File: src/rtl/core/i2cmbe_pkg.sv
// Package for the I2C master byte engine: command codes, bus phase constants
// and the per-command phase count. No dependencies.
package i2cmbe_pkg;

	// Command codes as carried on req_type; IDLE also marks "no command running".
	typedef enum logic [2:0] {
		CMD_IDLE      = 3'd0,
		CMD_START     = 3'd1,
		CMD_STOP      = 3'd2,
		CMD_WRITE     = 3'd3,
		CMD_READ_ACK  = 3'd4,
		CMD_READ_NACK = 3'd5
	} cmd_t;

	localparam int unsigned PHASE_W = 5;
	localparam int unsigned TICK_W  = 10;
	localparam int unsigned BYTE_W  = 8;

	// Phase counts per command.
	localparam logic [PHASE_W-1:0] PH_TOTAL_SHORT = 5'd3;
	localparam logic [PHASE_W-1:0] PH_TOTAL_WRITE = 5'd27;
	localparam logic [PHASE_W-1:0] PH_TOTAL_READ  = 5'd19;

	// Landmark phases of the write and read sequences.
	localparam logic [PHASE_W-1:0] PH_WR_ACK_REL  = 5'd24;
	localparam logic [PHASE_W-1:0] PH_WR_ACK_SAMP = 5'd25;
	localparam logic [PHASE_W-1:0] PH_RD_ACK_DRV  = 5'd16;
	localparam logic [PHASE_W-1:0] PH_RD_ACK_CLK  = 5'd17;

	localparam logic [TICK_W-1:0] PHASE_TICKS_RST = 10'd5;
	localparam logic [2:0]        MSB_BIT         = 3'd7;
	localparam logic [1:0]        SUB_LAST        = 2'd2;

	// Number of bus phases a command runs.
	function automatic logic [PHASE_W-1:0] phase_total(input cmd_t cmd);
		logic [PHASE_W-1:0] total;
		unique case (cmd)
			CMD_START, CMD_STOP: total = PH_TOTAL_SHORT;
			CMD_WRITE:           total = PH_TOTAL_WRITE;
			default:             total = PH_TOTAL_READ;
		endcase
		return total;
	endfunction

endpackage

File: src/rtl/core/i2c_master_byte_engine_top.sv
// I2C master byte engine: one item per tick, result registered after accept.
// Latency: the result of an item is valid in the cycle after it is accepted.
// Throughput: one item per clock but for out_ready stalls; output refilled while read.
// The sequencer updates once per accepted item and finishes a command of P
// phases after P * phase_ticks items (zero counts as one). Reset: idle,
// SCL and SDA released, ACK 1, read byte 0, phase_ticks 5, no result pending.
module i2c_master_byte_engine_top (
	input  logic       clk,
	input  logic       arst_n,
	// Configuration write channel
	input  logic       cfg_valid,
	output logic       cfg_ready,
	input  logic [9:0] phase_ticks,
	// Input item channel
	input  logic       in_valid,
	output logic       in_ready,
	input  logic [2:0] req_type,
	input  logic [7:0] write_byte,
	input  logic       sda_in,
	// Result item channel
	output logic       out_valid,
	input  logic       out_ready,
	output logic       scl_hiz,
	output logic       sda_hiz,
	output logic       busy_res,
	output logic       done_res,
	output logic [7:0] read_byte,
	output logic       ack_bit
);

	// Sequencer state.
	i2cmbe_pkg::cmd_t                          cmd_q, cmd_n;
	logic [i2cmbe_pkg::PHASE_W-1:0]            phase_q, phase_n;
	logic [i2cmbe_pkg::TICK_W-1:0]             tick_q, tick_n;
	logic [1:0]                                sub_q, sub_n;
	logic [2:0]                                bit_q, bit_n;
	logic [i2cmbe_pkg::BYTE_W-1:0]             shift_q, shift_n;
	logic [i2cmbe_pkg::BYTE_W-1:0]             rdata_q, rdata_n;
	logic                                      scl_q, scl_n;
	logic                                      sda_q, sda_n;
	logic                                      ack_q, ack_n;
	logic                                      done_n;
	logic [i2cmbe_pkg::TICK_W-1:0]             ticks_q;
	logic [i2cmbe_pkg::TICK_W-1:0]             limit;
	logic                                      in_fire;
	logic                                      req_ok;
	logic                                      is_read;

	// Result register.
	logic                                      out_valid_q;
	logic                                      scl_out_q, sda_out_q, busy_out_q, done_out_q;
	logic                                      ack_out_q;
	logic [i2cmbe_pkg::BYTE_W-1:0]             rdata_out_q;

	assign cfg_ready = 1'b1;
	assign in_ready  = !out_valid_q || out_ready;
	assign in_fire   = in_valid && in_ready;

	// A zero phase length behaves as one tick.
	assign limit = (ticks_q == '0) ? i2cmbe_pkg::TICK_W'(1) : ticks_q;

	assign req_ok = (req_type >= 3'(i2cmbe_pkg::CMD_START))
		&& (req_type <= 3'(i2cmbe_pkg::CMD_READ_NACK));

	// Next state for one tick: accept a command, count the phase, sample and
	// open the next phase, or finish the command, when the count reaches its limit.
	always_comb begin
		cmd_n   = cmd_q;
		phase_n = phase_q;
		tick_n  = tick_q;
		sub_n   = sub_q;
		bit_n   = bit_q;
		shift_n = shift_q;
		rdata_n = rdata_q;
		scl_n   = scl_q;
		sda_n   = sda_q;
		ack_n   = ack_q;
		done_n  = 1'b0;
		is_read = 1'b0;

		// Start a new command from idle, applying the levels of its first phase.
		if (cmd_q == i2cmbe_pkg::CMD_IDLE && req_ok) begin
			cmd_n   = i2cmbe_pkg::cmd_t'(req_type);
			phase_n = '0;
			tick_n  = '0;
			sub_n   = '0;
			bit_n   = i2cmbe_pkg::MSB_BIT;
			shift_n = (cmd_n == i2cmbe_pkg::CMD_WRITE) ? write_byte : '0;
			unique case (cmd_n)
				i2cmbe_pkg::CMD_START: begin
					sda_n = 1'b1;
					scl_n = 1'b1;
				end
				i2cmbe_pkg::CMD_STOP: sda_n = 1'b0;
				i2cmbe_pkg::CMD_WRITE: sda_n = write_byte[i2cmbe_pkg::MSB_BIT];
				default: begin
					sda_n = 1'b1;
					scl_n = 1'b1;
				end
			endcase
		end

		is_read = (cmd_n == i2cmbe_pkg::CMD_READ_ACK)
			|| (cmd_n == i2cmbe_pkg::CMD_READ_NACK);

		if (cmd_n != i2cmbe_pkg::CMD_IDLE) begin
			tick_n = tick_n + 1'b1;
			if (tick_n >= limit || tick_n == '0) begin
				// Sample SDA at the end of SCL-high phases.
				if (cmd_n == i2cmbe_pkg::CMD_WRITE
						&& phase_n == i2cmbe_pkg::PH_WR_ACK_SAMP) begin
					ack_n = sda_in;
				end
				if (is_read && phase_n < i2cmbe_pkg::PH_RD_ACK_DRV && !phase_n[0]) begin
					shift_n = {shift_n[i2cmbe_pkg::BYTE_W-2:0], sda_in};
				end
				tick_n  = '0;
				phase_n = phase_n + 1'b1;
				if (phase_n >= i2cmbe_pkg::phase_total(cmd_n)) begin
					// Command finished.
					if (cmd_n == i2cmbe_pkg::CMD_READ_ACK) begin
						sda_n = 1'b1;
					end
					if (is_read) begin
						rdata_n = shift_n;
					end
					cmd_n   = i2cmbe_pkg::CMD_IDLE;
					phase_n = '0;
					done_n  = 1'b1;
				end else begin
					// Open the next phase.
					unique case (cmd_n)
						i2cmbe_pkg::CMD_START: begin
							if (phase_n == 5'd1) begin
								sda_n = 1'b0;
							end else begin
								scl_n = 1'b0;
							end
						end
						i2cmbe_pkg::CMD_STOP: begin
							if (phase_n == 5'd1) begin
								scl_n = 1'b1;
							end else begin
								sda_n = 1'b1;
							end
						end
						i2cmbe_pkg::CMD_WRITE: begin
							if (phase_n < i2cmbe_pkg::PH_WR_ACK_REL) begin
								// Three phases per bit: data, SCL high, SCL low.
								if (sub_n == i2cmbe_pkg::SUB_LAST) begin
									sub_n = '0;
									bit_n = bit_n - 1'b1;
									sda_n = shift_n[bit_n];
								end else begin
									sub_n = sub_n + 1'b1;
									scl_n = (sub_n == 2'd1);
								end
							end else if (phase_n == i2cmbe_pkg::PH_WR_ACK_REL) begin
								sda_n = 1'b1;
							end else if (phase_n == i2cmbe_pkg::PH_WR_ACK_SAMP) begin
								scl_n = 1'b1;
							end else begin
								scl_n = 1'b0;
							end
						end
						default: begin
							if (phase_n < i2cmbe_pkg::PH_RD_ACK_DRV) begin
								// Two phases per bit: SCL high, SCL low.
								scl_n = !phase_n[0];
							end else if (phase_n == i2cmbe_pkg::PH_RD_ACK_DRV) begin
								sda_n = (cmd_n == i2cmbe_pkg::CMD_READ_NACK);
							end else if (phase_n == i2cmbe_pkg::PH_RD_ACK_CLK) begin
								scl_n = 1'b1;
							end else begin
								scl_n = 1'b0;
							end
						end
					endcase
				end
			end
		end
	end

	// Phase length register.
	always_ff @(posedge clk or negedge arst_n) begin
		if (!arst_n) begin
			ticks_q <= i2cmbe_pkg::PHASE_TICKS_RST;
		end else if (cfg_valid && cfg_ready) begin
			ticks_q <= phase_ticks;
		end
	end

	// Sequencer state advances once per accepted item.
	always_ff @(posedge clk or negedge arst_n) begin
		if (!arst_n) begin
			cmd_q   <= i2cmbe_pkg::CMD_IDLE;
			phase_q <= '0;
			tick_q  <= '0;
			sub_q   <= '0;
			bit_q   <= '0;
			shift_q <= '0;
			rdata_q <= '0;
			scl_q   <= 1'b1;
			sda_q   <= 1'b1;
			ack_q   <= 1'b1;
		end else if (in_fire) begin
			cmd_q   <= cmd_n;
			phase_q <= phase_n;
			tick_q  <= tick_n;
			sub_q   <= sub_n;
			bit_q   <= bit_n;
			shift_q <= shift_n;
			rdata_q <= rdata_n;
			scl_q   <= scl_n;
			sda_q   <= sda_n;
			ack_q   <= ack_n;
		end
	end

	// Result valid flag.
	always_ff @(posedge clk or negedge arst_n) begin
		if (!arst_n) begin
			out_valid_q <= 1'b0;
		end else if (in_ready) begin
			out_valid_q <= in_valid;
		end
	end

	// Result payload.
	always_ff @(posedge clk) begin
		if (in_fire) begin
			scl_out_q   <= scl_n;
			sda_out_q   <= sda_n;
			busy_out_q  <= (cmd_n != i2cmbe_pkg::CMD_IDLE);
			done_out_q  <= done_n;
			rdata_out_q <= rdata_n;
			ack_out_q   <= ack_n;
		end
	end

	assign out_valid = out_valid_q;
	assign scl_hiz   = scl_out_q;
	assign sda_hiz   = sda_out_q;
	assign busy_res  = busy_out_q;
	assign done_res  = done_out_q;
	assign read_byte = rdata_out_q;
	assign ack_bit   = ack_out_q;

endmodule

File: config.mk
export PLATFORM = sky130hd
export DESIGN_NAME = i2c_master_byte_engine_top
export DESIGN_NICKNAME = d
export VERILOG_FILES = /design/src/rtl/core/i2cmbe_pkg.sv /design/src/rtl/core/i2c_master_byte_engine_top.sv
export SDC_FILE = /design/constraint.sdc
export NUM_CORES = 1
export LEC_CHECK = 0
export BUFFER_PORTS_ARGS = -buffer_cell sky130_fd_sc_hd__buf_4
export CORE_AREA = 2 2 104 106
export CTS_BUF_LIST = sky130_fd_sc_hd__clkbuf_4
export DETAILED_ROUTE_END_ITERATION = 7
export DIE_AREA = 0 0 106 108
export PLACE_DENSITY = 0.64
export SLEW_MARGIN = 10
export SYNTH_ARGS = -nofsm -noshare
export SYNTH_HDL_FRONTEND = slang
export SYNTH_SLANG_ARGS = --single-unit
File: constraint.sdc
create_clock -name clk -period 4.3 [get_ports clk]
set_input_delay 0.215 -clock clk [delete_from_list [all_inputs] [get_ports clk]]
set_output_delay 0.215 -clock clk [all_outputs]
set_load 0.01 [all_outputs]
==> results by group <==
Yosys
  – Post-synth EDFFs: 13
  – Syn nets: about 530
  – #FFs+latches synth: between 60 and 70
  – Synth Warn #: 0
  – Syn Std Cell Area: roughly 4400 um2
  – Syn Area/Cell: approximately 9 um2
  – Ys async rst share: 80.3%
  – Post-Syn Instances: 482
  – Post-synthesis sequential area ratio: roughly 39%
  – Top FF cell, synth: dfrtp_1
  – Library cells used by synthesis: 72

Clock tree
  – Bufs on Longest Clock Path: 2
  – Root Buffer: clkbuf_4
  – Clock slew at reported path FFs: between 0.1 and 0.15 ns
  – Post-CTS setup buffers: 0
  – Clock tree from TritonCTS: done
  – CTS buffer count: 9
  – Clock sink count: 66
  – Clock Latency Late Sink: roughly 0.45 ns
  – H-Tree Depth: 3

Drt
  – Vias post-DR: roughly 3,800
  – Via density: around 5.6
  – Post-route ant nets: 0
  – # DRC: 0
  – TritonRoute pass-1 iters: 5
  – Post-DR wirelength/cell: around 17 um
  – Drt first-iter violations: just over 200
  – Final wirelength: 11,100 um

Global routing
  – Vias in the first global route: 3,703
  – Most used routing layer: met2
  – First-pass GRT wire length: ~18,000 um
  – Met3 Use GR: ~5.2%
  – Largest net degree at the start of global routing: 54
  – Total GRT Usage: between 20% and 30%
  – Met1 GRT Util: 26.4%
  – Total gr overflow: 0
  – Initial antenna violation count: 1
  – Grt met2 use: 34.5%

Setup path
  – Cells along the critical path: nor3_2, nand3_2, and2_1, ha_1, and2_1, nand3_1, xor2_1, nor2_1, ha_1, o21a_1, o211ai_1, a21oi_1, a221o_1, o21a_4, nand2_2, mux2_2
  – Crit path largest cell delay: between 0.4 and 0.5 ns
  – CP arrival: between 4 and 5 ns
  – Critical path buffers and inverters: 0
  – Delay-heaviest family, CP: simple AND/OR/NAND/NOR gates
  – Worst path required time: about 4.5 ns
  – Crit Path Class: flop to flop
  – Setup crit start kind: flop
  – CP endpoint kind: flop
  – CP Max Fanout: 9
  – Crit path max-delay cell type: dfrtp_1

Floorplan
  – Core Area: a little over 10,000 um2
  – Die width: around 110 um
  – I/O Pins: 43
  – Row Count: 37
  – DIE HEIGHT: ~110 um
  – Overall die area: ~11,000 um2
  – Initial Utilization: a little over two fifths

Final layout
  – Footprint of the multi-input gates: approximately 2500 um2
  – Fillers: 949
  – Area added between synthesis and finish: 15.1%
  – Fin cells: about 670
  – Layout cells sized above 1: a little over a fifth
  – Commonest cells after routing, fill and taps aside: buf_4, nand2_1, dfrtp_1, o21ai_0, nor2_1
  – FF+latch area: ~1700 um2
  – Most common cell after layout, fill and taps aside: buf_4
  – Nets@finish: 573

Placement
  – Setup WS pre-CTS: about 0.2 ns
  – Dpl hpwl: between 8000 and 9000 um
  – Placed insts: 640
  – Final GP Congestion: roughly 0.9
  – Port bufs: a little over 40

Timing
  – Slew margin rel.: between 40% and 50%
  – RSZ-0062 raised after global routing: false
  – Final Cycle Share: between 90 and 100%
  – Count of final setup violators: 0
  – Slew Viols, Final: 0
  – Fmax achieved: approximately 250 MHz
  – Min Hold Slack: between 0.02 and 0.025 ns
  – Worst Max-Slew Pin Slew: between 0.7 and 0.8 ns
  – Post-layout minimum cycle time: 4.01 ns
  – Fin. Hold Viols: 0
  – Final worst slack: approximately 0.29 ns
  – Setup TNS: 0 ns
  – Worst-case clock skew: around 0.017 ns

Min path
  – Worst hold path class: input port to flop

Power
  – Leak: around 2.3 nW
  – Max IR drop VDD: ~0.0002 V
  – Pwr Density: just over 400 nW/um2

Job
  – Max-Cap Viols: 0

Status
  – Status: finished clean
==> stage by stage <==
stage	util [%]	instance area (um2)	power (W)
after detailed placement	47.5	4860	0.00169
after global routing	50.0	5110	0.00226
final	50.0	5110	0.00209
after global placement	47.5	4860	0.00167
after floorplan	-	4440	0.00145
after CTS	50.0	5110	0.00210
==> final timing paths <==
path                       startpoint  slack (ns)            to  depth (start not counted)
max                          cmd_q[0]        0.29  read_byte[6]                         16
min                         cfg_valid        0.02    ticks_q[2]                          2
max reg2reg                  cmd_q[0]        0.29  read_byte[6]                         16
min reg2reg                shift_q[0]        0.50    shift_q[0]                          2
max in group asynchronous      arst_n        3.49    ticks_q[9]                          2
min in group asynchronous      arst_n        0.34    phase_q[2]                          2
==> sequential cells by signal, indices dropped and copies added (netlist names), 2 cells and up <==
register / count
tick_q: 10
rdata_q: 8
ticks_q: 10
shift_q: 8
phase_q: 5
read_byte: 8
bit_q: 3
sub_q: 2
cmd_q: 3
==> logic make-up after synthesis <==
family | count (synthesis) | synth area share [%]
and+or+nand+nor | 166 | 19.4
AOI/OAI and AO/OA | 135 | 21.2
DFF | 66 | 38.8
buffers and inverters | 53 | 5.13
muxes | 28 | 7.30
adders and majority gates | 19 | 5.35
xor gates and xnor gates | 14 | 2.76
other | 1 | 0.0844
==> synthesized netlist by cell type, drive strengths merged (4+ instances only) <==
master	number	area, um2
dfrtp	48	1200
o21ai	43	226
a32o	6	60.1
buf	11	70.1
and3	7	43.8
a22o	7	61.3
dfstp	5	131
a211oi	5	37.5
a22oi	9	67.6
nand2	54	213
mux2	22	251
nand3	16	90.1
inv	22	82.6
nor2	33	126
a21oi	18	90.1
a32oi	4	42.6
xnor2	7	61.3
and4	5	43.8
mux2i	5	50.1
a31oi	8	50.1
nor3	14	85.1
edfxtp	13	390
xor2	7	61.3
o21a	7	60.1
and2	6	37.5
clkbuf	20	75.1
nor2b	5	31.3
nand2b	8	50.1
ha	19	238
==> routing by layer <==
layer	vias to the layer above	wire [um]
li1	1854	-
met1	1819	5040
met2	92	5400
met3	13	510
met4	0	161
met5	-	0
==> layout make-up <==
class	instances	area share [%]
Multi-Input combinational cell	363	48.7
Sequential cell	66	33.7
Timing Repair Buffer	65	10.1
Tap cell	136	3.33
Inverter	22	1.61
Clock buffer	9	1.32
Clock inverter	7	1.15
Antenna cell	1	0.0489
==> what timing repair did <==
item	CTS	global route
endpoints found under the hold margin	59	0
endpoints found under the setup margin	0	3
hold buffers	12	0
resized for setup	0	1
==> power breakdown <==
group,internal [W],total (W),switching (W)
Sequential,0.000744,0.000845,0.000101
Combinational,0.000352,0.000845,0.000493
Clock,0.000129,0.000400,0.000271
Note: power is estimated with default switching activity, not from simulation.
